===== src/jcs_pkg.sv =====
// Shared types and constants for the comment stripper.
`timescale 1ns / 1ps
package jcs_pkg;

  localparam logic [7:0] ChQuote     = 8'h22;
  localparam logic [7:0] ChSlash     = 8'h2F;
  localparam logic [7:0] ChStar      = 8'h2A;
  localparam logic [7:0] ChNewline   = 8'h0A;
  localparam logic [7:0] ChBackslash = 8'h5C;

  localparam int QDepth = 4;
  localparam int QAw    = $clog2(QDepth);

  typedef enum logic [2:0] {
    ModeNormal    = 3'd0,
    ModeSlash     = 3'd1,
    ModeStr       = 3'd2,
    ModeStrEsc    = 3'd3,
    ModeLine      = 3'd4,
    ModeBlock     = 3'd5,
    ModeBlockStar = 3'd6
  } scan_mode_e;

  typedef struct packed {
    logic       two;
    logic [7:0] first;
    logic [7:0] second;
  } entry_t;

endpackage


===== src/jcs_back.sv =====
// Back end: serializes queued entries into output words.
`timescale 1ns / 1ps
module jcs_back import jcs_pkg::*; (
  input  logic       clk_i,
  input  logic       rst_ni,
  input  logic       pop_valid_i,
  input  entry_t     pop_entry_i,
  output logic       pop_o,
  output logic       out_valid_o,
  input  logic       out_ready_i,
  output logic [7:0] out_byte_o,
  output logic       run_end_o
);

  logic       out_valid_q;
  logic [7:0] out_byte_q;
  logic       run_end_q;
  logic       pend_valid_q;
  logic [7:0] pend_byte_q;
  logic       slot_free;

  assign slot_free   = !out_valid_q || out_ready_i;
  assign pop_o       = slot_free && !pend_valid_q && pop_valid_i;
  assign out_valid_o = out_valid_q;
  assign out_byte_o  = out_byte_q;
  assign run_end_o   = run_end_q;

  always_ff @(posedge clk_i or negedge rst_ni) begin
    if (!rst_ni) begin
      out_valid_q  <= 1'b0;
      pend_valid_q <= 1'b0;
    end else if (slot_free) begin
      if (pend_valid_q) begin
        out_valid_q  <= 1'b1;
        pend_valid_q <= 1'b0;
      end else begin
        out_valid_q  <= pop_valid_i;
        pend_valid_q <= pop_valid_i && pop_entry_i.two;
      end
    end
  end

  always_ff @(posedge clk_i) begin
    if (slot_free) begin
      if (pend_valid_q) begin
        out_byte_q <= pend_byte_q;
        run_end_q  <= 1'b1;
      end else begin
        out_byte_q  <= pop_entry_i.first;
        run_end_q   <= !pop_entry_i.two;
        pend_byte_q <= pop_entry_i.second;
      end
    end
  end

endmodule


===== config.mk =====
export PLATFORM = sky130hd
export DESIGN_NAME = jcs_back
export DESIGN_NICKNAME = d
export VERILOG_FILES = /design/src/jcs_pkg.sv /design/src/jcs_back.sv
export SDC_FILE = /design/constraint.sdc
export NUM_CORES = 1
export LEC_CHECK = 0
export BUFFER_PORTS_ARGS = -buffer_cell sky130_fd_sc_hd__buf_2
export CORE_UTILIZATION = 48
export CTS_BUF_LIST = sky130_fd_sc_hd__clkbuf_16
export DETAILED_ROUTE_END_ITERATION = 8
export GPL_TIMING_DRIVEN = 0
export MAX_ROUTING_LAYER = met4
export PLACE_DENSITY = 0.89
export SLEW_MARGIN = 20
export SYNTH_ARGS = -nofsm -noshare
export SYNTH_HDL_FRONTEND = slang
export SYNTH_SLANG_ARGS = --single-unit

===== constraint.sdc =====
create_clock -name clk_i -period 3.56 [get_ports clk_i]
set_clock_uncertainty 0.05 [all_clocks]
set_input_delay 0.89 -clock clk_i [delete_from_list [all_inputs] [get_ports clk_i]]
set_output_delay 0.89 -clock clk_i [all_outputs]
set_load 0.02 [all_outputs]

### Word-level counts from Yosys, hierarchy flattened

Cells that the tools add are included.

| word-level totals | value |
|---|---|
| word-level logic and storage cells | 17 |
| register bits after elaboration | 19 |
| input bits | 21 |
| output and inout port bits | 11 |

| cells by class | value |
|---|---|
| reductions and logical operators | 8 |
| mux-type cells | 3 |
| bitwise logic cells | 1 |

Operator list:

| operator | number |
|---|---|
| $mux 8 | 1 |
| $logic_and 1x1->1 | 3 |
| $logic_not 1->1 | 3 |
| $mux 1 | 2 |
| $reduce_and 2->1 | 1 |
| $logic_or 1x1->1 | 1 |
| $not 1->1 | 1 |

### Depth between registers and ports, before layout

Gate-level depths: netlist (run 1).

| logic depth | value |
|---|---|
| depth after elaboration | 4 |
| depth in mapped cells | 3 |
| mapped depth without buffers | 2 |

### Least setup slack after synthesis (run 1)

OpenSTA, ideal clock, no wires.

| timing path | value |
|---|---|
| path kind | input to output |
| start point | input pop_valid_i |
| end point | output pop_o |
| arrival | 1.412 ns |
| stages | 2 |
| setup slack | 1.208 ns |
| required time | 2.620 ns |
| path buffers | 0 |
| path through | inv_1 -> nor3_1 |

| on the way | value |
|---|---|
| longest elaborated chain between the ends | 1 |

Ends and longest elaborated chain:

| what | RTL line | source |
|---|---|---|
| start: declaration | jcs_back.sv:6 | `input logic pop_valid_i,` |
| $logic_and 1x1->1 | jcs_back.sv:23 | `assign pop_o = slot_free && !pend_valid_q && pop_valid_i;` |
| end: declaration | jcs_back.sv:8 | `output logic pop_o,` |

Every way passes these cells.

### Worst setup path after layout (run 1)

| timing path | value |
|---|---|
| start point | input out_ready_i |
| end point | output pop_o |

| on the way | value |
|---|---|
| longest elaborated chain between the ends | 3 |

Ends and longest elaborated chain:

| what | RTL line | source |
|---|---|---|
| start: declaration | jcs_back.sv:10 | `input logic out_ready_i,` |
| $logic_or 1x1->1 | jcs_back.sv:22 | `assign slot_free = !out_valid_q \|\| out_ready_i;` |
| $logic_and 1x1->1 (2 in series) | jcs_back.sv:23 |  |

Every way passes these cells.

==> flow_summary.yaml, run 1 <==
logic_synthesis:
  synth_top_cells_by_count: "17 x edfxtp_1, 7 x mux2_4, 2 x dfrtp_1, 2 x inv_1"
  synth_seq_cells: 19
  synthArstFlopShare_pct: 10.5
  netlist-cell-type-count: 13
  netlist_top_cells_area: "edfxtp_1 68%, mux2_4 14%, dfrtp_1 6.7%, nor2b_4 1.8%, buf_6 1.5%"
  ys.flop_type: "edfxtp_1"
  yosysMostFrequentCell: "edfxtp_1"
  syn_nets: 58
  yosysWarnings: 0
  yosysSeqAreaShare_pct: 75.2
  synth_area_leader_cell: "edfxtp_1"
  syn-cell-area_um2: 746
  synth_top_area_share_pct: 68.5
  syn-instance-count: 37
  synth_enable_flop_cells: 17
  avgSynthCellArea_um2: 20.2
placement:
  pre_cts_slack_ps: 1240
  portBuffers: 31
  dpl.hpwl_um: 837
  gp_congestion: 0.844
  place_area_um2: 920
power_and_ir_drop:
  switching_power_mw: 0.122
  finalPower_mw: 0.581
  switching_share_pct: 21.0
  comb_power_share_pct: 13.9
  pwr-share-clk_pct: 37.9
  power.density_nw_per_um2: 582
  peakVddDrop_v: 0.000406
  p_int_mw: 0.459
  cellLeakagePower_nw: 0.447
  seqPwrFrac_pct: 48.2
grt:
  grt_max_degree: 11
  antenna_found_initial: 0
  grt_overflow_total: 0
  grt_use_total_pct: 17.7
  grt_pass1_wl_um: 2040
  grt_pass1_vias: 427
finish:
  design_area_um2: 998
  area_growth_pct: 33.9
  insertedDiodeCount: 0
  layout.nets: 94
  post_route_cells_drive_above_1_share_pct: 61.1
clock_network:
  postCtsSetupRepairBufs: 0
  cts-root-buf: "clkbuf_16"
  htree_levels: 1
  cts_resized: 0
  clkTransAtPathRegs_ps: 50
  cts_inserted_buffers: 3
  cts_hold_buf: 0
  cts.sinks: 19
  clk_latency_ps: 250
  clockBufferDepth: 2
  cts_tree: "yes"
timing:
  fin_tns_setup_ps: 0
  fin_crit_sh_pct: 65.1
  relSlewSlack_pct: 61.5
  worst_slack_ps: 1240
  rsz0062_at_grt: "false"
  finalSetupViolations: 0
  period_minus_slack_ps: 2320
  slew_violations: 0
  final_hold_viol_count: 0
  worst_pin_slew_ps: 575
  fmax_ghz: 0.431
detailed_routing:
  vias_per_cell: 4.95
  ant_nets: 0
  dr.pass1.iters: 4
  wirelength_um: 1210
  drt_iter0_drc: 7
  vias: 431
  drt-wirelength-per-cell_um: 14.0
  drc: 0
worst_setup_path:
  critPathRequiredTime_ps: 2620
  end_kind: "primary output"
  critPathKind: "in2out"
  arrival_ps: 1380
  cp-start-kind: "input port"
  reg2reg_depth: 2
  crit_fanout: 5
run_status:
  status: "finished, final reports clean"
die:
  core_area_um2: 1370
  pin_count: 32
  start_util_pct: 54.6
  die-area_um2: 1720
  die_y_um: 41.4
  fp-row-count: 13
  die_width_um: 41.4
hold_path:
  min_path_type: "in2async"
job:
  drv_cap: 0
==> power by group through the flow <==
stage / Clock [mW] / Sequential (mW) / Combinational [mW]
final: 0.220 / 0.280 / 0.0805
after global routing: 0.235 / 0.282 / 0.0865
after CTS: 0.224 / 0.280 / 0.0817
after detailed placement: 0 / 0.284 / 0.0803
after global placement: 0 / 0.282 / 0.0779
after floorplan: 0 / 0.299 / 0.0358
==> worst max-delay path, stage by stage <==
cell and delay, ps:
buf_2 120, nor2b_4 160, nor3_1 50, buf_2 160
==> placed cells by master, fill, tap and decap left out <==
master	instances
buf_2	31
buf_6	1
clkbuf_16	3
dfrtp_1	2
edfxtp_1	17
inv_1	3
mux2_2	1
mux2_4	7
nand2b_1	1
nand3b_1	1
nor2_1	1
nor2b_4	1
nor3_1	1
o31ai_1	1
or3_1	1
==> path summary, 6_finish.rpt <==
path                                 from  slack (ps)        endpoint
setup / recovery              out_ready_i        1240           pop_o
hold / removal                     rst_ni         370     out_valid_o
setup reg to reg             pend_valid_q        2060  pend_byte_q[7]
hold reg to reg            pend_byte_q[6]         500   out_byte_o[6]
max in group asynchronous          rst_ni        2990    pend_valid_q
min in group clk_i         pend_byte_q[6]         500   out_byte_o[6]
==> per-stage QoR <==
stage / utilization (%) / hold slack [ps] / instances
3_3_place_gp: 67.3 / 459 / 83
3_5_place_dp: 67.3 / 490 / 83
6_report: 73.1 / 370 / 87
2_1_floorplan: - / 458 / 37
5_1_grt: 73.1 / 364 / 87
4_1_cts: 73.1 / 371 / 87
==> registers in the layout (all words and copies together), names as in the netlist <==
name / cells
out_byte_o: 8
out_valid_o: 1
pend_byte_q: 8
pend_valid_q: 1
run_end_o: 1
==> layer usage <==
layer  wire, um  track usage [%]  share of wire (%)  vias to the layer above
met5          0                -                  0                        -
met4         31             10.3                2.6                        0
met3         78             8.26                6.4                        4
met2        562             24.7                 46                       25
met1        541             20.9                 45                      194
li1           -                -                  -                      208
==> kinds of logic (layout without fill, tap and decap cells) <==
kind of cell           Yosys count  count (layout)  share of synthesized area (%)
multiplexers                     8               8                           15.6
buffers and inverters            3              38                           2.52
flip-flops                      19              19                           75.2
AND/OR/NAND/NOR                  6               6                           5.70
AO/OA/AOI/OAI                    1               1                           1.01
==> layout make-up <==
class | count | area, um^2
clock inverters | 1 | 3.75
plain buffers | 1 | 11.3
well taps | 15 | 18.8
clock buffers | 3 | 75.1
inverters | 2 | 7.51
repair buffers | 31 | 155
flip-flops and latches | 19 | 561
fillers | 100 | 368
multi-input cells | 15 | 166
Power figures use the tool's default switching activity.
==> run 2: changes to the inputs <==
- CORE_ASPECT_RATIO: default -> 1.2
- CORE_UTILIZATION: 48 -> 44
- PLACE_DENSITY: 0.89 -> 0.84
- clock period: 3.56 -> 2.3 ns (I/O delays scaled with it)
==> flow_summary.yaml, run 2 (synthesis gave the netlist of run 1 again) <==
run_status:
  status: "finished, final reports clean"
worst_setup_path:
  arrival_ps: 1190
  r2r-start: "pend_valid_q"
  critPathKind: "reg2out"
  r2r_slack_ps: 830
  cp-start-kind: "flip-flop"
  crit_end: "pop_o"
  setup.worst_path.start: "pend_valid_q"
  reg2reg_depth: 2
  r2r_end: "pend_byte_q[5]"
  crit_fanout: 10
  critPathRequiredTime_ps: 1670
  end_kind: "primary output"
die:
  core_area_um2: 1500
  fp-row-count: 15
  die_y_um: 47.1
  die-area_um2: 1860
  pin_count: 32
  start_util_pct: 49.7
  die_width_um: 39.6
clock_network:
  cts.sinks: 19
  htree_levels: 1
  cts_inserted_buffers: 3
  cts_resized: 0
  clockBufferDepth: 2
  cts_tree: "yes"
  cts_hold_buf: 0
  postCtsSetupRepairBufs: 0
  clk_latency_ps: 250
  clkTransAtPathRegs_ps: 50
  cts-root-buf: "clkbuf_16"
power_and_ir_drop:
  comb_power_share_pct: 13.7
  seqPwrFrac_pct: 48.2
  p_int_mw: 0.710
  switching_power_mw: 0.186
  cellLeakagePower_nw: 0.447
  switching_share_pct: 20.8
  power.density_nw_per_um2: 896
  pwr-share-clk_pct: 38.0
  peakVddDrop_v: 0.000527
grt:
  antenna_found_initial: 0
  grt_overflow_total: 0
  grt_pass1_vias: 422
  grt_use_total_pct: 13.6
  grt_pass1_wl_um: 1640
  grt_max_degree: 11
detailed_routing:
  dr.pass1.iters: 3
  vias: 447
  ant_nets: 0
  wirelength_um: 1070
  drc: 0
  drt_iter0_drc: 8
  drt-wirelength-per-cell_um: 12.1
  vias_per_cell: 5.02
hold_path:
  min_path_type: "in2async"
finish:
  area_growth_pct: 34.2
  insertedDiodeCount: 0
  final_cell_mix: "31 x buf_2, 17 x edfxtp_1, 7 x mux2_4"
  layout.nets: 94
  post_route_cells_drive_above_1_share_pct: 61.1
  final_common_cell: "buf_2"
  design_area_um2: 1000
timing:
  relSlewSlack_pct: 62.1
  fin_tns_setup_ps: 0
  final_hold_viol_count: 0
  finalSetupViolations: 0
  fmax_ghz: 0.550
  slew_violations: 0
  rsz0062_at_grt: "false"
  period_minus_slack_ps: 1820
  fin_crit_sh_pct: 79.0
  worst_pin_slew_ps: 567
placement:
  portBuffers: 31
  dpl.hpwl_um: 843
  gp_congestion: 0.784
  place_area_um2: 922
job:
  drv_cap: 0
==> run 2: stage by stage <==
stage | util [%] | total power, mW | setup slack (ps) | hold WS, ps | instances
floorplan | - | 0.519 | 578 | 229 | 37
global placement | 61.4 | 0.558 | 634 | 311 | 85
detailed placement | 61.4 | 0.563 | 616 | 313 | 85
CTS | 66.7 | 0.901 | 477 | 52.5 | 89
global route | 66.7 | 0.925 | 422 | 54.7 | 89
finish | 66.7 | 0.897 | 482 | 51.0 | 89
==> run 2: critical path, stage by stage, from the launching register on <==
cell,delay (ps)
dfrtp_1,420
buf_6,170
nor3_1,170
buf_2,190
==> run 2: per-layer routing <==
layer,vias up,track usage [%],part of all wire [%]
met2,22,23.0,54
met5,-,-,0
met3,3,2.84,5.7
met1,213,15.0,38
met4,0,6.21,1.7
li1,209,-,-
==> run 2: area by class of cell <==
class	count	area [um^2]
clock buffers	3	75.1
flip-flops and latches	19	561
clock inverters	1	3.75
inverters	2	7.51
plain buffers	1	11.3
well taps	17	21.3
multi-input cells	15	166
repair buffers	31	155
fillers	112	500
==> run 2: power groups by stage <==
stage	clock network [mW]	registers (mW)	logic (mW)
after CTS	0.343	0.433	0.125
after floorplan	0	0.463	0.0554
final	0.341	0.433	0.123
after global placement	0	0.437	0.121
after global routing	0.357	0.436	0.132
after detailed placement	0	0.440	0.124
==> run 2: worst min-delay path by stage <==
stage / from / to / slack [ps] / depth (start not counted)
2_1_floorplan: rst_ni / out_valid_o / 230 / 0
3_3_place_gp: rst_ni / out_valid_o / 310 / 1
3_5_place_dp: rst_ni / pend_valid_q / 310 / 1
4_1_cts: rst_ni / out_valid_o / 50 / 1
5_1_grt: rst_ni / pend_valid_q / 50 / 1
6_report: rst_ni / pend_valid_q / 50 / 1
==> run 3: changes to the inputs <==
- ABC_AREA: default -> 1
- clock period: 2.3 -> 1.9 ns (I/O delays scaled with it)
==> flow_summary.yaml, run 3 <==
run_status:
  status: "finished, final reports clean"
finish:
  layout.nets: 117
  area_growth_pct: 36.5
  final_cell_mix: "31 x nand2_1, 31 x buf_2, 17 x edfxtp_1"
  fin_util_pct: 66.9
  post_route_cells_drive_above_1_share_pct: 40.0
  insertedDiodeCount: 0
  fillers: 110
clock_network:
  cts-root-buf: "clkbuf_16"
  cts.sinks: 19
  cts_inserted_buffers: 3
  htree_levels: 1
  clk_latency_ps: 250
  clkTransAtPathRegs_ps: 50
  cts_resized: 0
  clockBufferDepth: 2
  cts_tree: "yes"
job:
  drv_cap: 0
detailed_routing:
  drt-wirelength-per-cell_um: 10.6
  vias_per_cell: 4.55
  ant_nets: 0
  drt_iter0_drc: 9
  vias: 510
  dr.pass1.iters: 4
  drc: 0
  wirelength_um: 1190
timing:
  finalSetupViolations: 0
  period_minus_slack_ps: 1690
  worst_pin_slew_ps: 636
  slew_violations: 0
  final_hold_viol_count: 0
  fin_crit_sh_pct: 88.9
  fmax_ghz: 0.592
  rsz0062_at_grt: "false"
  relSlewSlack_pct: 57.5
  holdWs_ps: 352
  fin_tns_setup_ps: 0
die:
  core_area_um2: 1480
  pin_count: 32
  die_width_um: 39.1
  die_y_um: 46.5
  die-area_um2: 1820
  fp-row-count: 15
  start_util_pct: 49.0
worst_setup_path:
  path_cells: "buf_6 > nor3_2 > buf_2"
  max_stage_delay_ps: 420
  critPathKind: "reg2out"
  critPathRequiredTime_ps: 1370
  arrival_ps: 1160
  cp-start-kind: "flip-flop"
  crit_fanout: 10
  worst_path_max_delay_cell: "dfrtp_1"
  end_kind: "primary output"
logic_synthesis:
  synthSimpleGateAreaFrac_pct: 19.3
  synth_area_leader_cell: "edfxtp_1"
  syn-cell-area_um2: 727
  synth_enable_flop_cells: 17
  synth_top_family_by_area: "simple AND/OR/NAND/NOR gates"
  synth_fa_ha_area_share_pct: 0
  synth_mux_area_share_pct: 0
  netlist_top_cells_area: "edfxtp_1 70%, nand2_1 16%, dfrtp_1 6.9%, buf_6 1.5%, inv_1 1.5%"
  netlist-cell-type-count: 9
  ys.flop_type: "edfxtp_1"
  yosysMostFrequentCell: "nand2_1"
  synth_xor_area_share_pct: 0
  syn-instance-count: 59
  synth_compound_area_share_pct: 0
  synth_top_cells_by_count: "31 x nand2_1, 17 x edfxtp_1, 3 x inv_1"
  synth_seq_cells: 19
  avgSynthCellArea_um2: 12.3
  synthArstFlopShare_pct: 10.5
  yosysSeqAreaShare_pct: 77.1
  syn_nets: 80
  yosysWarnings: 0
  synth_top_area_share_pct: 70.2
placement:
  dpl.hpwl_um: 875
  gp_congestion: 0.700
  portBuffers: 31
grt:
  grt_use_total_pct: 16.2
  grt_pass1_wl_um: 1850
  grt_pass1_vias: 500
  grt_overflow_total: 0
  grt_max_degree: 11
  antenna_found_initial: 0
power_and_ir_drop:
  power.density_nw_per_um2: 1090
  peakVddDrop_v: 0.00106
  cellLeakagePower_nw: 0.485
hold_path:
  min_path_type: "in2reg"
-- run 3: stage by stage --
step	std cells	total power [mW]	instance area, um^2	setup WS (ps)
global route	112	1.13	992	128
finish	112	1.09	992	212
detailed placement	107	0.677	903	348
floorplan	59	0.620	727	489
CTS	112	1.10	992	214
global placement	107	0.669	903	379
-- run 3: cells by family after synthesis --
group	after synthesis
buffers and inverters	5
and+or+nand+nor	35
DFF	19
-- run 3: final timing paths --
kind,start,endpoint,slack (ps),cells past startpoint
setup / recovery,pend_valid_q,pop_o,210,3
min in group asynchronous,rst_ni,out_valid_o,490,2
setup reg to reg,out_valid_o,pend_byte_q[0],480,3
hold / removal,pop_entry_i[6],pend_byte_q[6],350,1
max in group asynchronous,rst_ni,pend_valid_q,1210,2
hold reg to reg,pend_byte_q[0],out_byte_o[0],470,2
-- run 3: area by class of cell --
| type | instances | area, um^2 | share of cell area, % |
|---|---|---|---|
| Sequential cell | 19 | 561 | 56.5 |
| Timing Repair Buffer | 32 | 165 | 16.6 |
| Tap cell | 17 | 21.3 | 2.14 |
| Multi-Input combinational cell | 35 | 140 | 14.1 |
| Clock buffer | 3 | 75.1 | 7.57 |
| Inverter | 4 | 15.0 | 1.51 |
| Clock inverter | 1 | 3.75 | 0.378 |
| Buffer | 1 | 11.3 | 1.13 |
-- run 3: timing repair --
item,in CTS,in global routing
endpoints found under the hold margin,2,0
hold buffers,1,0
setup buffers,0,0
-- run 3: where the power goes --
group          switching [mW]  internal, mW
clock                   0.136         0.279
combinational          0.0924        0.0518
sequential             0.0132         0.513
total                   0.242         0.844
-- run 3: layer usage --
layer	track usage (%)	vias to the layer above	share of wire (%)
met2	27.0	28	52
met4	11.0	0	2.8
li1	-	263	-
met5	-	-	0
met1	14.9	215	38
met3	6.28	4	8.0
-- run 3: worst max-delay path, delay by kind of cell, from the launching register on --
family                 cells  cell delay, ps
buffers and inverters      2             340
AND/OR/NAND/NOR            1             150
flip-flops                 1             420
