===== config.mk =====
export PLATFORM = sky130hd
export DESIGN_NAME = jcs_queue
export DESIGN_NICKNAME = d
export VERILOG_FILES = /design/src/jcs_pkg.sv /design/src/jcs_queue.sv
export SDC_FILE = /design/constraint.sdc
export NUM_CORES = 1
export LEC_CHECK = 0
export BUFFER_PORTS_ARGS = -buffer_cell sky130_fd_sc_hd__clkbuf_2
export CAP_MARGIN = 0
export CORE_ASPECT_RATIO = 2
export CORE_MARGIN = 8
export CORE_UTILIZATION = 35
export DETAILED_ROUTE_END_ITERATION = 16
export PLACE_DENSITY = 0.62
export SKIP_LAST_GASP = 1
export SLEW_MARGIN = 10
export SYNTH_ARGS = -nofsm -noshare
export SYNTH_HDL_FRONTEND = slang
export SYNTH_SLANG_ARGS = --single-unit

===== constraint.sdc =====
create_clock -name clk_i -period 2.12 [get_ports clk_i]
set_input_delay 0.212 -clock clk_i [delete_from_list [all_inputs] [get_ports clk_i]]
set_output_delay 0.212 -clock clk_i [all_outputs]
set_load 0.1 [all_outputs]

===== src/jcs_pkg.sv =====
// Shared types and constants for the comment stripper.
`timescale 1ns / 1ps
package jcs_pkg;

  localparam logic [7:0] ChQuote     = 8'h22;
  localparam logic [7:0] ChSlash     = 8'h2F;
  localparam logic [7:0] ChStar      = 8'h2A;
  localparam logic [7:0] ChNewline   = 8'h0A;
  localparam logic [7:0] ChBackslash = 8'h5C;

  localparam int QDepth = 4;
  localparam int QAw    = $clog2(QDepth);

  typedef enum logic [2:0] {
    ModeNormal    = 3'd0,
    ModeSlash     = 3'd1,
    ModeStr       = 3'd2,
    ModeStrEsc    = 3'd3,
    ModeLine      = 3'd4,
    ModeBlock     = 3'd5,
    ModeBlockStar = 3'd6
  } scan_mode_e;

  typedef struct packed {
    logic       two;
    logic [7:0] first;
    logic [7:0] second;
  } entry_t;

endpackage


===== src/jcs_queue.sv =====
// Short FIFO of result entries between front and back.
`timescale 1ns / 1ps
module jcs_queue import jcs_pkg::*; (
  input  logic   clk_i,
  input  logic   rst_ni,
  input  logic   push_i,
  input  entry_t push_entry_i,
  output logic   push_ready_o,
  input  logic   pop_i,
  output entry_t pop_entry_o,
  output logic   pop_valid_o
);

  entry_t             mem_q [QDepth];
  logic [QAw-1:0]     wr_q, rd_q;
  logic [QAw:0]       cnt_q, cnt_d;
  logic               do_push, do_pop;

  assign push_ready_o = (cnt_q != QAw'(0) + (QAw+1)'(QDepth));
  assign pop_valid_o  = (cnt_q != '0);
  assign do_push      = push_i && push_ready_o;
  assign do_pop       = pop_i && pop_valid_o;
  assign pop_entry_o  = mem_q[rd_q];

  always_comb begin
    cnt_d = cnt_q;
    if (do_push && !do_pop) begin
      cnt_d = cnt_q + (QAw+1)'(1);
    end else if (do_pop && !do_push) begin
      cnt_d = cnt_q - (QAw+1)'(1);
    end
  end

  always_ff @(posedge clk_i) begin
    if (do_push) begin
      mem_q[wr_q] <= push_entry_i;
    end
  end

  always_ff @(posedge clk_i or negedge rst_ni) begin
    if (!rst_ni) begin
      wr_q  <= '0;
      rd_q  <= '0;
      cnt_q <= '0;
    end else begin
      if (do_push) begin
        wr_q <= wr_q + QAw'(1);
      end
      if (do_pop) begin
        rd_q <= rd_q + QAw'(1);
      end
      cnt_q <= cnt_d;
    end
  end

endmodule


# Word-level counts from Yosys, hierarchy flattened
# Memories as Yosys holds them, arrays and structs flattened.
# Index checks and enable logic that the tools add are counted.
totals:
  output_inout_bits: 19
  ramBits: 68
  elab_cells: 21
  input_bits: 21
  memories: 1
  reg_bits: 7
op_classes:
  reduce_logical: 8
  muxes: 4
  eq_ne: 1
  add_sub_neg: 4
memory_table:
  columns: ["name", "depth", "width", "rd", "rd_clocked_by_memory_dff", "wr", "line", "source"]
  rows:
  - ["mem_q", 4, 17, 1, 0, 1, "jcs_queue.sv:14", "entry_t mem_q [QDepth];"]
ops:
  columns: ["cell", "count"]
  rows:
  - ["two-way mux 3 bit", 2]
  - ["adder 2 x 1 -> 2 bit (second input constant)", 2]
  - ["logical AND 1 bit", 4]
  - ["adder 3 x 1 -> 3 bit (second input constant)", 1]
  - ["!= test 3 bit (second input constant)", 1]
  - ["nonzero test 3 bit", 1]
  - ["subtractor 3 x 1 -> 3 bit (second input constant)", 1]
  - ["logical NOT 1 bit", 2]
  - ["two-way mux 1 bit", 2]
  - ["nonzero test 2 bit", 1]

# Longest topological paths before layout
# Gate-level depths: netlist of run 1.
depth:
  word_depth: 6
  ltp_mapped: 8
  ltp_nobuf: 8

# Worst setup path before layout of run 1
# No wires, ideal clock.
synth_timing:
  path_type: "register -> register"
  startpoint: "register cnt_q[1]"
  endpoint: "register cnt_q[2]"
  path_slack_ps: -411
  path_stages_with_launch: 9
  arrival_ps: 2451
  synth_period_minus_slack_ps: 2531
  required_ps: 2041
  setup_time_ps: 79
  path_cell_list: "dfrtp_1 or3_1 nand2_1 ha_1 inv_1 fa_1 xor2_1 nor2_1 xor2_1"
synth_via:
  elab_chain_cells: 5
  word_cells_on_any_way: 13
  cone_classes: "2 x add/sub; 1 x eq/ne; 2 x mux; 8 x reduce/logical"
synth_rtl:
  columns: ["element", "line", "source"]
  rows:
  - ["start: declaration", "jcs_queue.sv:16", "logic [QAw:0] cnt_q, cnt_d;"]
  - ["start signal: assignment", "jcs_queue.sv:52", "cnt_q <= cnt_d;"]
  - ["nonzero test 3 bit (*)", "jcs_queue.sv:20", "assign pop_valid_o = (cnt_q != '0);"]
  - ["net pop_valid_o", "jcs_queue.sv:11", "output logic pop_valid_o"]
  - ["logical AND 1 bit (*)", "jcs_queue.sv:22", "assign do_pop = pop_i && pop_valid_o;"]
  - ["logical NOT 1 bit", "jcs_queue.sv:27", "if (do_push && !do_pop) begin"]
  - ["logical AND 1 bit", "jcs_queue.sv:27", null]
  - ["two-way mux 3 bit or nonzero test 2 bit (tied branches)", null, null]
# The timed path passes the listed nets; every way through them passes the cells marked *. The select of a mux whose other input is x is not followed.
# A chain may end at the register's enable or synchronous reset.

==> impl_metrics.sql, run 1 <==
INSERT INTO impl_metrics (metric_group, metric, value, unit) VALUES
('routing', 'route.antenna.remaining_nets', '0', ''),
('setup_path', 'cp.arrival', '1780', 'ps'),
('timing', 'final-setup-viol-count', '0', ''),
('synth', 'yosys-mux-area-fraction', '15.1', '%'),
('timing', 'final.period_utilization', '94.1', '%'),
('routing', 'dr_pass1_iterations', '4', ''),
('run_status', 'run_status', 'finished, final reports clean', ''),
('synth', 'ys_seq_elements', '75', ''),
('global_route', 'maximum_number_of_pins_on_one_net_before_global_route_repair', '18', ''),
('place', 'placed_cells', '265', ''),
('layout', 'diodes', '0', ''),
('global_route', 'grt_pass1_vias', '1530', ''),
('synth', 'synth.most_common_cell', 'sky130_fd_sc_hd__edfxtp_1', ''),
('floorplan', 'dieWidth', '80.4', 'µm'),
('setup_path', 'worst-setup-path-type', 'flop to output pin', ''),
('floorplan', 'coreArea', '8170', 'µm²'),
('worst_hold_path', 'hold_path.startpoint', 'push_entry_i[15]', ''),
('synth', 'synthesis.yosys.warnings', '0', ''),
('synth', 'syn-num-nets', '151', ''),
('layout', 'fin_nets', '208', ''),
('timing', 'period_needed', '1990', 'ps'),
('timing', 'max_slew_margin', '64.0', '%'),
('layout', 'final_design_area_no_fill', '3890', 'µm²'),
('floorplan', 'floorplan.io_pins', '40', ''),
('cts', 'clock_insertion_delay_worst_skew', '330', 'ps'),
('place', 'place.detailed.hpwl', '3400', 'µm'),
('setup_path', 'cp-end-kind', 'output pin', ''),
('timing', 'setup_repair_after_global_routing_missed_its_margin', 'no', ''),
('layout', 'fin_cells', '284', ''),
('timing', 'max_clock_freq', '0.501', 'GHz'),
('synth', 'async_flop_share', '9.33', '%'),
('setup_path', 'r2r-end', 'cnt_q[2]', ''),
('layout', 'syn2layout_area_growth', '34.0', '%'),
('global_route', 'gr-usage-all-layers', '9.59', '%'),
('routing', 'remaining_routing_drc_violations', '0', ''),
('place', 'detailedPlace.worstSlack', '110', 'ps'),
('global_route', 'grt_first_pass_wirelength', '7830', 'µm'),
('synth', 'syn-mean-instance-area', '23.4', 'µm²'),
('place', 'placement.io_buffers', '39', ''),
('routing', 'dr.first_iter.drc_count', '84', ''),
('worst_hold_path', 'hold_path_end', 'mem_q[3][15]', ''),
('timing', 'finClkSkew', '4.48', 'ps'),
('synth', 'synthDistinctLibCells', '19', ''),
('timing', 'worstMarginPinSlew', '543', 'ps'),
('setup_path', 'worst_ep_required_time', '1910', 'ps'),
('synth', 'synth.cells.most_frequent', 'sky130_fd_sc_hd__edfxtp_1 (68), sky130_fd_sc_hd__mux4_1 (9), sky130_fd_sc_hd__mux4_2 (8)', ''),
('flow_run', 'maxCapViolCount', '0', ''),
('global_route', 'number_of_antenna_violations_at_the_first_check_in_global_routing', '0', ''),
('floorplan', 'placement_rows', '47', ''),
('worst_hold_path', 'hold_path_depth', '1', ''),
('setup_path', 'worst_setup_path_start_kind', 'flop', ''),
('cts', 'cts-root-to-sink-buffers', '2', ''),
('timing', 'max_slew_violation_count', '0', ''),
('synth', 'yosys-top-cells-area', 'sky130_fd_sc_hd__edfxtp_1 (70%), sky130_fd_sc_hd__mux4_1 (8.1%), sky130_fd_sc_hd__mux4_2 (6.2%), sky130_fd_sc_hd__dfrtp_1 (6.0%), sky130_fd_sc_hd__ha_1 (2.2%)', ''),
('synth', 'synth_ff_type', 'sky130_fd_sc_hd__edfxtp_1', ''),
('synth', 'synth_simple_gate_area_share', '1.76', '%'),
('synth', 'seq_area_frac_synth', '76.3', '%'),
('floorplan', 'die_h', '145', 'µm'),
('timing', 'timing_hold_violations_final', '0', ''),
('synth', 'netlist.area_leader.share', '70.3', '%'),
('synth', 'synth-adder-area-share', '2.84', '%'),
('cts', 'cts_buffers', '9', ''),
('layout', 'final.fill_count', '658', ''),
('timing', 'setup_ws', '125', 'ps'),
('cts', 'clock_input_transition_at_the_sequential_cells_of_the_worst_setup_and_hold_paths', '60', 'ps'),
('synth', 'synth_edf_count', '68', ''),
('cts', 'cts-root-buf', 'sky130_fd_sc_hd__clkbuf_16', ''),
('synth', 'yosys.area.top_type', 'sky130_fd_sc_hd__edfxtp_1', ''),
('cts', 'numClockSinks', '75', ''),
('synth', 'synth_cells', '124', ''),
('routing', 'via_per_inst', '4.75', '');
flip-flops by register name, summed over array words and instances (netlist names):
register / count
wr_q: 2
mem_q: 68
cnt_q: 3
rd_q: 2
through the flow:
| stage | util (%) | hold slack [ps] |
|---|---|---|
| after floorplan | - | -83.6 |
| after global placement | 43.1 | 56.7 |
| after detailed placement | 43.1 | 57.1 |
| after CTS | 47.4 | 84.5 |
| after global routing | 47.6 | 86.3 |
| final | 47.6 | 97.9 |
cell type report:
class | count | area (µm²) | share of cell area, %
Tap cell | 98 | 123 | 3.15
Sequential cell | 75 | 2220 | 57.0
Multi-Input combinational cell | 42 | 662 | 17.0
Clock buffer | 10 | 229 | 5.88
Timing Repair Buffer | 50 | 536 | 13.8
Clock inverter | 6 | 114 | 2.92
Inverter | 3 | 11.3 | 0.289
cell usage in the layout, fill, tap and decap left out, drive strengths merged, types with 3 or more instances in the layout:
cell type   n
edfxtp     68
clkbuf     32
buf        27
mux4       17
dfrtp       7
ha          5
and2        4
xnor2       4
inv         3
bufinv      3
worst max-delay path by stage:
stage              from         endpoint
2_1_floorplan  cnt_q[2]         cnt_q[2]
3_3_place_gp   cnt_q[2]         cnt_q[2]
3_5_place_dp   cnt_q[2]         cnt_q[2]
4_1_cts        cnt_q[2]         cnt_q[2]
5_1_grt        cnt_q[2]         cnt_q[2]
6_report        rd_q[0]  pop_entry_o[16]
per-layer routing:
layer / track usage (%) / vias up / part of all wire (%)
met4: 5.50 / 0 / 2.2
met5: 0 / - / 0
met2: 15.8 / 32 / 57
met1: 9.60 / 682 / 36
li1: - / 623 / -
met3: 4.39 / 11 / 5.5
critical path, cell delays in order, from the launching register on:
cell and delay, ps:
sky130_fd_sc_hd__dfrtp_1 340, sky130_fd_sc_hd__buf_4 230, sky130_fd_sc_hd__mux4_1 660, sky130_fd_sc_hd__buf_12 210
timing repair:
action	CTS	global route
setup buffers	0	2
setup endpoints to repair	0	1
endpoints found under the hold margin	7	0
hold buffers	1	0
gates resized for setup	0	2
kinds of logic after synthesis:
logic type                 count (synthesis)
muxes                                     19
DFF                                       75
buffers and inverters                      7
xor gates and xnor gates                   6
and+or+nand+nor                           10
adders and majority gates                  6
AOI/OAI and AO/OA                          1
Power of run 1 is left out: the tool's default activity adds up to more than one toggle a clock period on the data nets, which glitch-free logic cannot reach.
==> run 2, diff against run 1 <==
--- a/config.mk
+++ b/config.mk
@@ -5,6 +5,7 @@
 export SDC_FILE = /design/constraint.sdc
 export NUM_CORES = 1
 export LEC_CHECK = 0
+export ABC_AREA = 1
 export BUFFER_PORTS_ARGS = -buffer_cell sky130_fd_sc_hd__clkbuf_2
 export CAP_MARGIN = 0
 export CORE_ASPECT_RATIO = 2
==> run 2 against run 1 <==
Non-clock buffer count shrank 1. Sequential share of layout area fell by 2.6 points. Sequential cell count stayed put. Critical endpoint is now pop_entry_o[10].
==> impl_metrics.sql, run 2 <==
INSERT INTO impl_metrics (metric_group, metric, value, unit) VALUES
('synth', 'synth.cells.most_frequent', 'sky130_fd_sc_hd__edfxtp_1 (68), sky130_fd_sc_hd__nand2_1 (67), sky130_fd_sc_hd__inv_1 (46)', ''),
('layout', 'final.fill_count', '797', ''),
('routing', 'via_count', '1978', ''),
('cts', 'clock_insertion_delay_worst_skew', '320', 'ps'),
('timing', 'fin_tns_setup', '0', 'ps'),
('layout', 'fraction_of_layout_cells_with_a_size_suffix_above_1', '24.0', '%'),
('place', 'place.detailed.hpwl', '4240', 'µm'),
('cts', 'cts-root-to-sink-buffers', '2', ''),
('floorplan', 'floorplan.initialDensity', '35.7', '%'),
('floorplan', 'placement_rows', '49', ''),
('place', 'place_congestion', '0.736', ''),
('global_route', 'grt_pass1_vias', '2016', ''),
('setup_path', 'worst-setup-path-type', 'flop to output pin', ''),
('timing', 'final-setup-viol-count', '0', ''),
('floorplan', 'coreArea', '8950', 'µm²'),
('setup_path', 'worst_setup_path_start_kind', 'flop', ''),
('global_route', 'maximum_number_of_pins_on_one_net_before_global_route_repair', '39', ''),
('layout', 'diodes', '0', ''),
('routing', 'via_per_inst', '4.78', ''),
('routing', 'dr.first_iter.drc_count', '78', ''),
('timing', 'timing_hold_violations_final', '0', ''),
('flow_run', 'maxCapViolCount', '0', ''),
('timing', 'max_slew_margin', '63.2', '%'),
('synth', 'synthDistinctLibCells', '19', ''),
('synth', 'synth_ff_type', 'sky130_fd_sc_hd__edfxtp_1', ''),
('global_route', 'grt-ovfl-total', '0', ''),
('global_route', 'number_of_antenna_violations_at_the_first_check_in_global_routing', '0', ''),
('layout', 'syn2layout_area_growth', '27.5', '%'),
('cts', 'post_cts_hold_buffer_count', '1', ''),
('cts', 'numClockSinks', '75', ''),
('timing', 'finClkSkew', '6.60', 'ps'),
('routing', 'dr_pass1_iterations', '4', ''),
('place', 'place_area', '3790', 'µm²'),
('setup_path', 'cp_max_fo', '38', ''),
('setup_path', 'cp-end-kind', 'output pin', ''),
('synth', 'syn-num-nets', '284', ''),
('cts', 'clock_input_transition_at_the_sequential_cells_of_the_worst_setup_and_hold_paths', '50', 'ps'),
('timing', 'setup_ws', '226', 'ps'),
('synth', 'seq_area_frac_synth', '69.4', '%'),
('layout', 'final_design_area_no_fill', '4070', 'µm²'),
('timing', 'max_slew_violation_count', '0', ''),
('worst_hold_path', 'hold_path.startpoint', 'push_entry_i[7]', ''),
('layout', 'largest-register', 'mem_q', ''),
('timing', 'worstMarginPinSlew', '554', 'ps'),
('floorplan', 'die_h', '151', 'µm'),
('cts', 'resized_gates_after_cts', '0', ''),
('layout', 'reg.largest.list', 'mem_q (68), cnt_q (3)', ''),
('timing', 'period_needed', '1890', 'ps'),
('cts', 'cts.repair_timing.setup_buffer_count', '0', ''),
('global_route', 'grt_first_pass_wirelength', '9550', 'µm'),
('setup_path', 'r2r_start', 'cnt_q[1]', ''),
('synth', 'synth_cells', '257', ''),
('synth', 'ys_seq_elements', '75', ''),
('floorplan', 'floorplan.io_pins', '40', ''),
('cts', 'cts-root-buf', 'sky130_fd_sc_hd__clkbuf_16', ''),
('place', 'placement.io_buffers', '39', ''),
('cts', 'cts_buffers', '9', ''),
('global_route', 'gr-usage-all-layers', '9.82', '%'),
('cts', 'cts.htree.levels', '3', ''),
('synth', 'syn-mean-instance-area', '12.4', 'µm²'),
('setup_path', 'timing.critical_path.from', 'rd_q[0]', ''),
('timing', 'setup_repair_after_global_routing_missed_its_margin', 'no', ''),
('place', 'detailedPlace.worstSlack', '224', 'ps'),
('run_status', 'run_status', 'finished, final reports clean', ''),
('layout', 'largest_register_ffs', '68', ''),
('synth', 'netlist.area_leader.share', '63.9', '%'),
('timing', 'max_clock_freq', '0.528', 'GHz'),
('layout', 'fin_nets', '334', ''),
('routing', 'finalWirelength', '6080', 'µm'),
('synth', 'synth_edf_count', '68', ''),
('timing', 'final.period_utilization', '89.3', '%'),
('worst_hold_path', 'worst_hold_path_type', 'primary input to flop', ''),
('setup_path', 'cp.arrival', '1680', 'ps'),
('cts', 'cts_tree', 'built', ''),
('routing', 'remaining_routing_drc_violations', '0', ''),
('synth', 'synthesis.yosys.warnings', '0', ''),
('routing', 'route.antenna.remaining_nets', '0', ''),
('timing', 'hold_ws', '104', 'ps'),
('synth', 'synthesis.area', '3200', 'µm²'),
('floorplan', 'dieWidth', '83.6', 'µm'),
('layout', 'final_common_cell', 'sky130_fd_sc_hd__edfxtp_1', ''),
('synth', 'async_flop_share', '9.33', '%'),
('layout', 'most-common-layout-cells', 'sky130_fd_sc_hd__edfxtp_1 (68), sky130_fd_sc_hd__nand2_1 (67), sky130_fd_sc_hd__inv_1 (46)', ''),
('setup_path', 'regToRegSetupSlack', '230', 'ps'),
('setup_path', 'worst_ep_required_time', '1910', 'ps'),
('synth', 'yosys.area.top_type', 'sky130_fd_sc_hd__edfxtp_1', ''),
('routing', 'wire_per_inst', '14.7', 'µm'),
('synth', 'yosys-top-cells-area', 'sky130_fd_sc_hd__edfxtp_1 (64%), sky130_fd_sc_hd__nand2_1 (7.9%), sky130_fd_sc_hd__o211ai_1 (7.5%), sky130_fd_sc_hd__dfrtp_1 (5.5%), sky130_fd_sc_hd__inv_1 (5.4%)', ''),
('floorplan', 'floorplan.die_area', '12600', 'µm²'),
('synth', 'synth.most_common_cell', 'sky130_fd_sc_hd__edfxtp_1', '');
## run 2: changes by cell type after synthesis, sizes merged, moves of 2 or more
cell    before  now
xor2         2    0
and2         4    0
nand2        2   69
mux4        17    0
nor2         2    4
xnor2        4    1
inv          3   49
o211ai       0   34
mux2         2    0
buf          4   10
nand3        1    7
## run 2: metrics by stage
| stage | std cells | util [%] |
|---|---|---|
| 3_5_place_dp | 397 | 42.3 |
| 3_3_place_gp | 397 | 42.3 |
| 2_1_floorplan | 257 | - |
| 6_report | 414 | 45.5 |
| 4_1_cts | 414 | 45.5 |
| 5_1_grt | 414 | 45.5 |
## run 2: final timing paths
path,endpoint,cells past startpoint
max,pop_entry_o[10],6
min,mem_q[0][7],1
max reg2reg,cnt_q[1],9
min reg2reg,rd_q[0],2
max in group asynchronous,rd_q[1],2
min in group asynchronous,cnt_q[1],2
## run 2: area by class of cell
cell class,instances,area [µm²],area share (%)
timing repair buffer,49,553,13.6
sequential,75,2220,54.4
clock buffer,13,260,6.39
clock inverter,3,15.0,0.369
tap,102,128,3.13
inverter,49,184,4.51
multi-input combinational,123,717,17.6
## run 2: critical path: stages, from the launching register on
cell,delay (ps)
sky130_fd_sc_hd__dfrtp_1,400
sky130_fd_sc_hd__inv_2,60
sky130_fd_sc_hd__buf_4,330
sky130_fd_sc_hd__nand2_1,110
sky130_fd_sc_hd__o211ai_1,110
sky130_fd_sc_hd__nand2_1,130
sky130_fd_sc_hd__buf_12,190
## run 2: routing by layer
metal | track usage (%) | part of all wire [%]
met2 | 19.0 | 58
met4 | 6.52 | 2.3
met5 | 0 | 0
met3 | 2.96 | 4.3
met1 | 8.29 | 35
## run 2: cells by family after synthesis
group | count (synthesis) | synth area share, %
xor+xnor | 1 | 0.274
compound gates | 35 | 8.46
buf+inv | 59 | 8.97
fa+ha+maj | 6 | 2.58
flops | 75 | 69.4
simple gates | 81 | 10.3
Power of run 2 is left out for the same reason.
==> run 3, diff against run 2 <==
--- a/config.mk
+++ b/config.mk
@@ -6,13 +6,12 @@
 export NUM_CORES = 1
 export LEC_CHECK = 0
 export ABC_AREA = 1
-export BUFFER_PORTS_ARGS = -buffer_cell sky130_fd_sc_hd__clkbuf_2
 export CAP_MARGIN = 0
 export CORE_ASPECT_RATIO = 2
-export CORE_MARGIN = 8
 export CORE_UTILIZATION = 35
 export DETAILED_ROUTE_END_ITERATION = 16
-export PLACE_DENSITY = 0.62
+export DONT_BUFFER_PORTS = 1
+export PLACE_DENSITY = 0.58
 export SKIP_LAST_GASP = 1
 export SLEW_MARGIN = 10
 export SYNTH_ARGS = -nofsm -noshare
==> run 3 against run 2 <==
Clock skew barely moved. Non-clock buffer count decreased by 5. Hold slack lost 81 ps. Via count fell by 0.40%. Critical endpoint is now cnt_q[1]. Largest cell class unchanged.
==> impl_metrics.sql, run 3 (same netlist as run 2, synthesis figures left out) <==
INSERT INTO impl_metrics (metric_group, metric, value, unit) VALUES
('timing', 'max_clock_freq', '0.535', 'GHz'),
('timing', 'period_needed', '1870', 'ps'),
('routing', 'dr_pass1_iterations', '4', ''),
('global_route', 'number_of_antenna_violations_at_the_first_check_in_global_routing', '0', ''),
('floorplan', 'floorplan.die_area', '9540', 'µm²'),
('setup_path', 'reg2regPathDepth', '9', ''),
('setup_path', 'worst_setup_path_start_kind', 'flop', ''),
('routing', 'remaining_routing_drc_violations', '0', ''),
('global_route', 'grt_first_pass_wirelength', '9290', 'µm'),
('routing', 'wire_per_inst', '14.7', 'µm'),
('routing', 'finalWirelength', '6030', 'µm'),
('setup_path', 'r2r_start', 'cnt_q[1]', ''),
('timing', 'final-setup-viol-count', '0', ''),
('cts', 'cts.htree.levels', '3', ''),
('layout', 'fin_nets', '329', ''),
('cts', 'resized_gates_after_cts', '0', ''),
('layout', 'fraction_of_layout_cells_with_a_size_suffix_above_1', '17.6', '%'),
('global_route', 'met3_usage', '3.46', '%'),
('cts', 'clock_input_transition_at_the_sequential_cells_of_the_worst_setup_and_hold_paths', '60', 'ps'),
('layout', 'most-common-layout-cells', 'sky130_fd_sc_hd__edfxtp_1 (68), sky130_fd_sc_hd__nand2_1 (67), sky130_fd_sc_hd__inv_1 (46)', ''),
('setup_path', 'r2r-end', 'cnt_q[1]', ''),
('run_status', 'run_status', 'finished, final reports clean', ''),
('place', 'place.detailed.hpwl', '4000', 'µm'),
('global_route', 'gr-usage-all-layers', '13.4', '%'),
('setup_path', 'cp-end-kind', 'flop', ''),
('setup_path', 'cp.arrival', '2080', 'ps'),
('setup_path', 'timing.critical_path.from', 'cnt_q[1]', ''),
('flow_run', 'maxCapViolCount', '0', ''),
('cts', 'post_cts_hold_buffer_count', '18', ''),
('worst_hold_path', 'worst_hold_path_type', 'primary input to flop', ''),
('routing', 'route.antenna.remaining_nets', '0', ''),
('setup_path', 'cp_max_fo', '7', ''),
('setup_path', 'worst-setup-path-type', 'flop to flop', ''),
('timing', 'worstMarginPinSlew', '399', 'ps'),
('timing', 'final.period_utilization', '88.2', '%'),
('layout', 'multi_input_area', '717', 'µm²'),
('cts', 'cts.repair_timing.setup_buffer_count', '0', ''),
('global_route', 'grt_busiest_layer', 'met2', ''),
('setup_path', 'worst_ep_required_time', '2330', 'ps'),
('floorplan', 'placement_rows', '49', ''),
('cts', 'cts_buffers', '9', ''),
('layout', 'final_common_cell', 'sky130_fd_sc_hd__edfxtp_1', ''),
('global_route', 'groute.layer.met1.usage', '12.3', '%'),
('routing', 'via_count', '1970', ''),
('cts', 'cts-root-buf', 'sky130_fd_sc_hd__clkbuf_16', ''),
('setup_path', 'regToRegSetupSlack', '250', 'ps'),
('layout', 'final.fill_count', '811', ''),
('timing', 'timing_hold_violations_final', '0', ''),
('routing', 'dr.first_iter.drc_count', '31', ''),
('global_route', 'maximum_number_of_pins_on_one_net_before_global_route_repair', '49', ''),
('timing', 'fin_tns_setup', '0', 'ps'),
('global_route', 'grt_pass1_vias', '1932', ''),
('cts', 'numClockSinks', '75', ''),
('floorplan', 'coreArea', '8950', 'µm²'),
('place', 'place_congestion', '0.738', ''),
('timing', 'max_slew_violation_count', '0', ''),
('layout', 'diodes', '0', ''),
('layout', 'largest_register_ffs', '68', ''),
('cts', 'clock_insertion_delay_worst_skew', '340', 'ps'),
('timing', 'setup_repair_after_global_routing_missed_its_margin', 'no', ''),
('floorplan', 'floorplan.initialDensity', '35.7', '%'),
('global_route', 'grt-ovfl-total', '0', ''),
('floorplan', 'floorplan.io_pins', '40', ''),
('routing', 'via_per_inst', '4.82', ''),
('layout', 'reg.largest.list', 'mem_q (68), cnt_q (3)', ''),
('layout', 'syn2layout_area_growth', '30.0', '%'),
('layout', 'area_occupied_by_registers', '2220', 'µm²'),
('layout', 'largest-register', 'mem_q', ''),
('floorplan', 'die_h', '137', 'µm'),
('timing', 'max_slew_margin', '73.4', '%'),
('timing', 'finClkSkew', '7.09', 'ps'),
('floorplan', 'dieWidth', '69.6', 'µm'),
('cts', 'cts-root-to-sink-buffers', '2', ''),
('global_route', 'global_route.usage.met2', '25.9', '%'),
('place', 'placement.io_buffers', '0', ''),
('cts', 'cts_tree', 'built', ''),
('setup_path', 'cp-endpoint', 'cnt_q[1]', '');
## run 3: cell count changes in the layout (fill, tap and decap cells not counted)
cell,change
sky130_fd_sc_hd__clkinv_2,-1
sky130_fd_sc_hd__clkbuf_8,-2
sky130_fd_sc_hd__clkinvlp_4,+1
sky130_fd_sc_hd__inv_6,+1
sky130_fd_sc_hd__clkbuf_2,-22
sky130_fd_sc_hd__bufinv_16,+1
sky130_fd_sc_hd__clkinv_4,+1
sky130_fd_sc_hd__dlygate4sd3_1,+17
sky130_fd_sc_hd__clkbuf_1,-1
## run 3: worst max-delay path, stage by stage, from the launching register on
cell and delay (ps):
sky130_fd_sc_hd__dfrtp_1 390, sky130_fd_sc_hd__inv_1 180, sky130_fd_sc_hd__nand3_4 90, sky130_fd_sc_hd__nand2_2 170, sky130_fd_sc_hd__inv_1 70, sky130_fd_sc_hd__ha_1 210
sky130_fd_sc_hd__inv_1 90, sky130_fd_sc_hd__fa_1 420, sky130_fd_sc_hd__nand2_1 70, sky130_fd_sc_hd__o21ai_0 70
## run 3: worst min-delay path by stage
| stage | start | to | slack [ps] | cells after the start |
|---|---|---|---|---|
| final | pop_i | rd_q[0] | 20 | 2 |
| after global routing | push_i | wr_q[0] | 30 | 2 |
| after CTS | pop_i | rd_q[0] | 10 | 2 |
| after detailed placement | rst_ni | cnt_q[1] | -80 | 0 |
| after floorplan | rst_ni | cnt_q[0] | -80 | 0 |
| after global placement | rst_ni | cnt_q[0] | -80 | 0 |
## run 3: stage by stage
step                      hold WS [ps]  area, µm²  setup WS [ps]  util (%)  instances
final                             23.2       4150            251      46.4        409
after global routing              34.4       4150            110      46.4        409
after CTS                         14.7       4150            237      46.4        409
after detailed placement         -83.4       3680            249      41.1        375
after global placement           -83.4       3680            302      41.1        375
after floorplan                  -83.6       3210           48.5         -        257
## run 3: layer usage
layer  vias to the layer above  part of all wire [%]
met4                         0                   2.0
met3                         9                   3.4
met1                       965                    36
met2                        32                    58
li1                        964                     -
met5                         -                     0
## run 3: final cells by class
cell class              count  area share (%)
clock buffers              10            5.51
multi-input cells         123            17.3
well taps                 102            3.07
flip-flops and latches     75            53.4
repair buffers             44            14.8
clock inverters             6            1.57
inverters                  49            4.43
Power of run 3 is left out for the same reason.
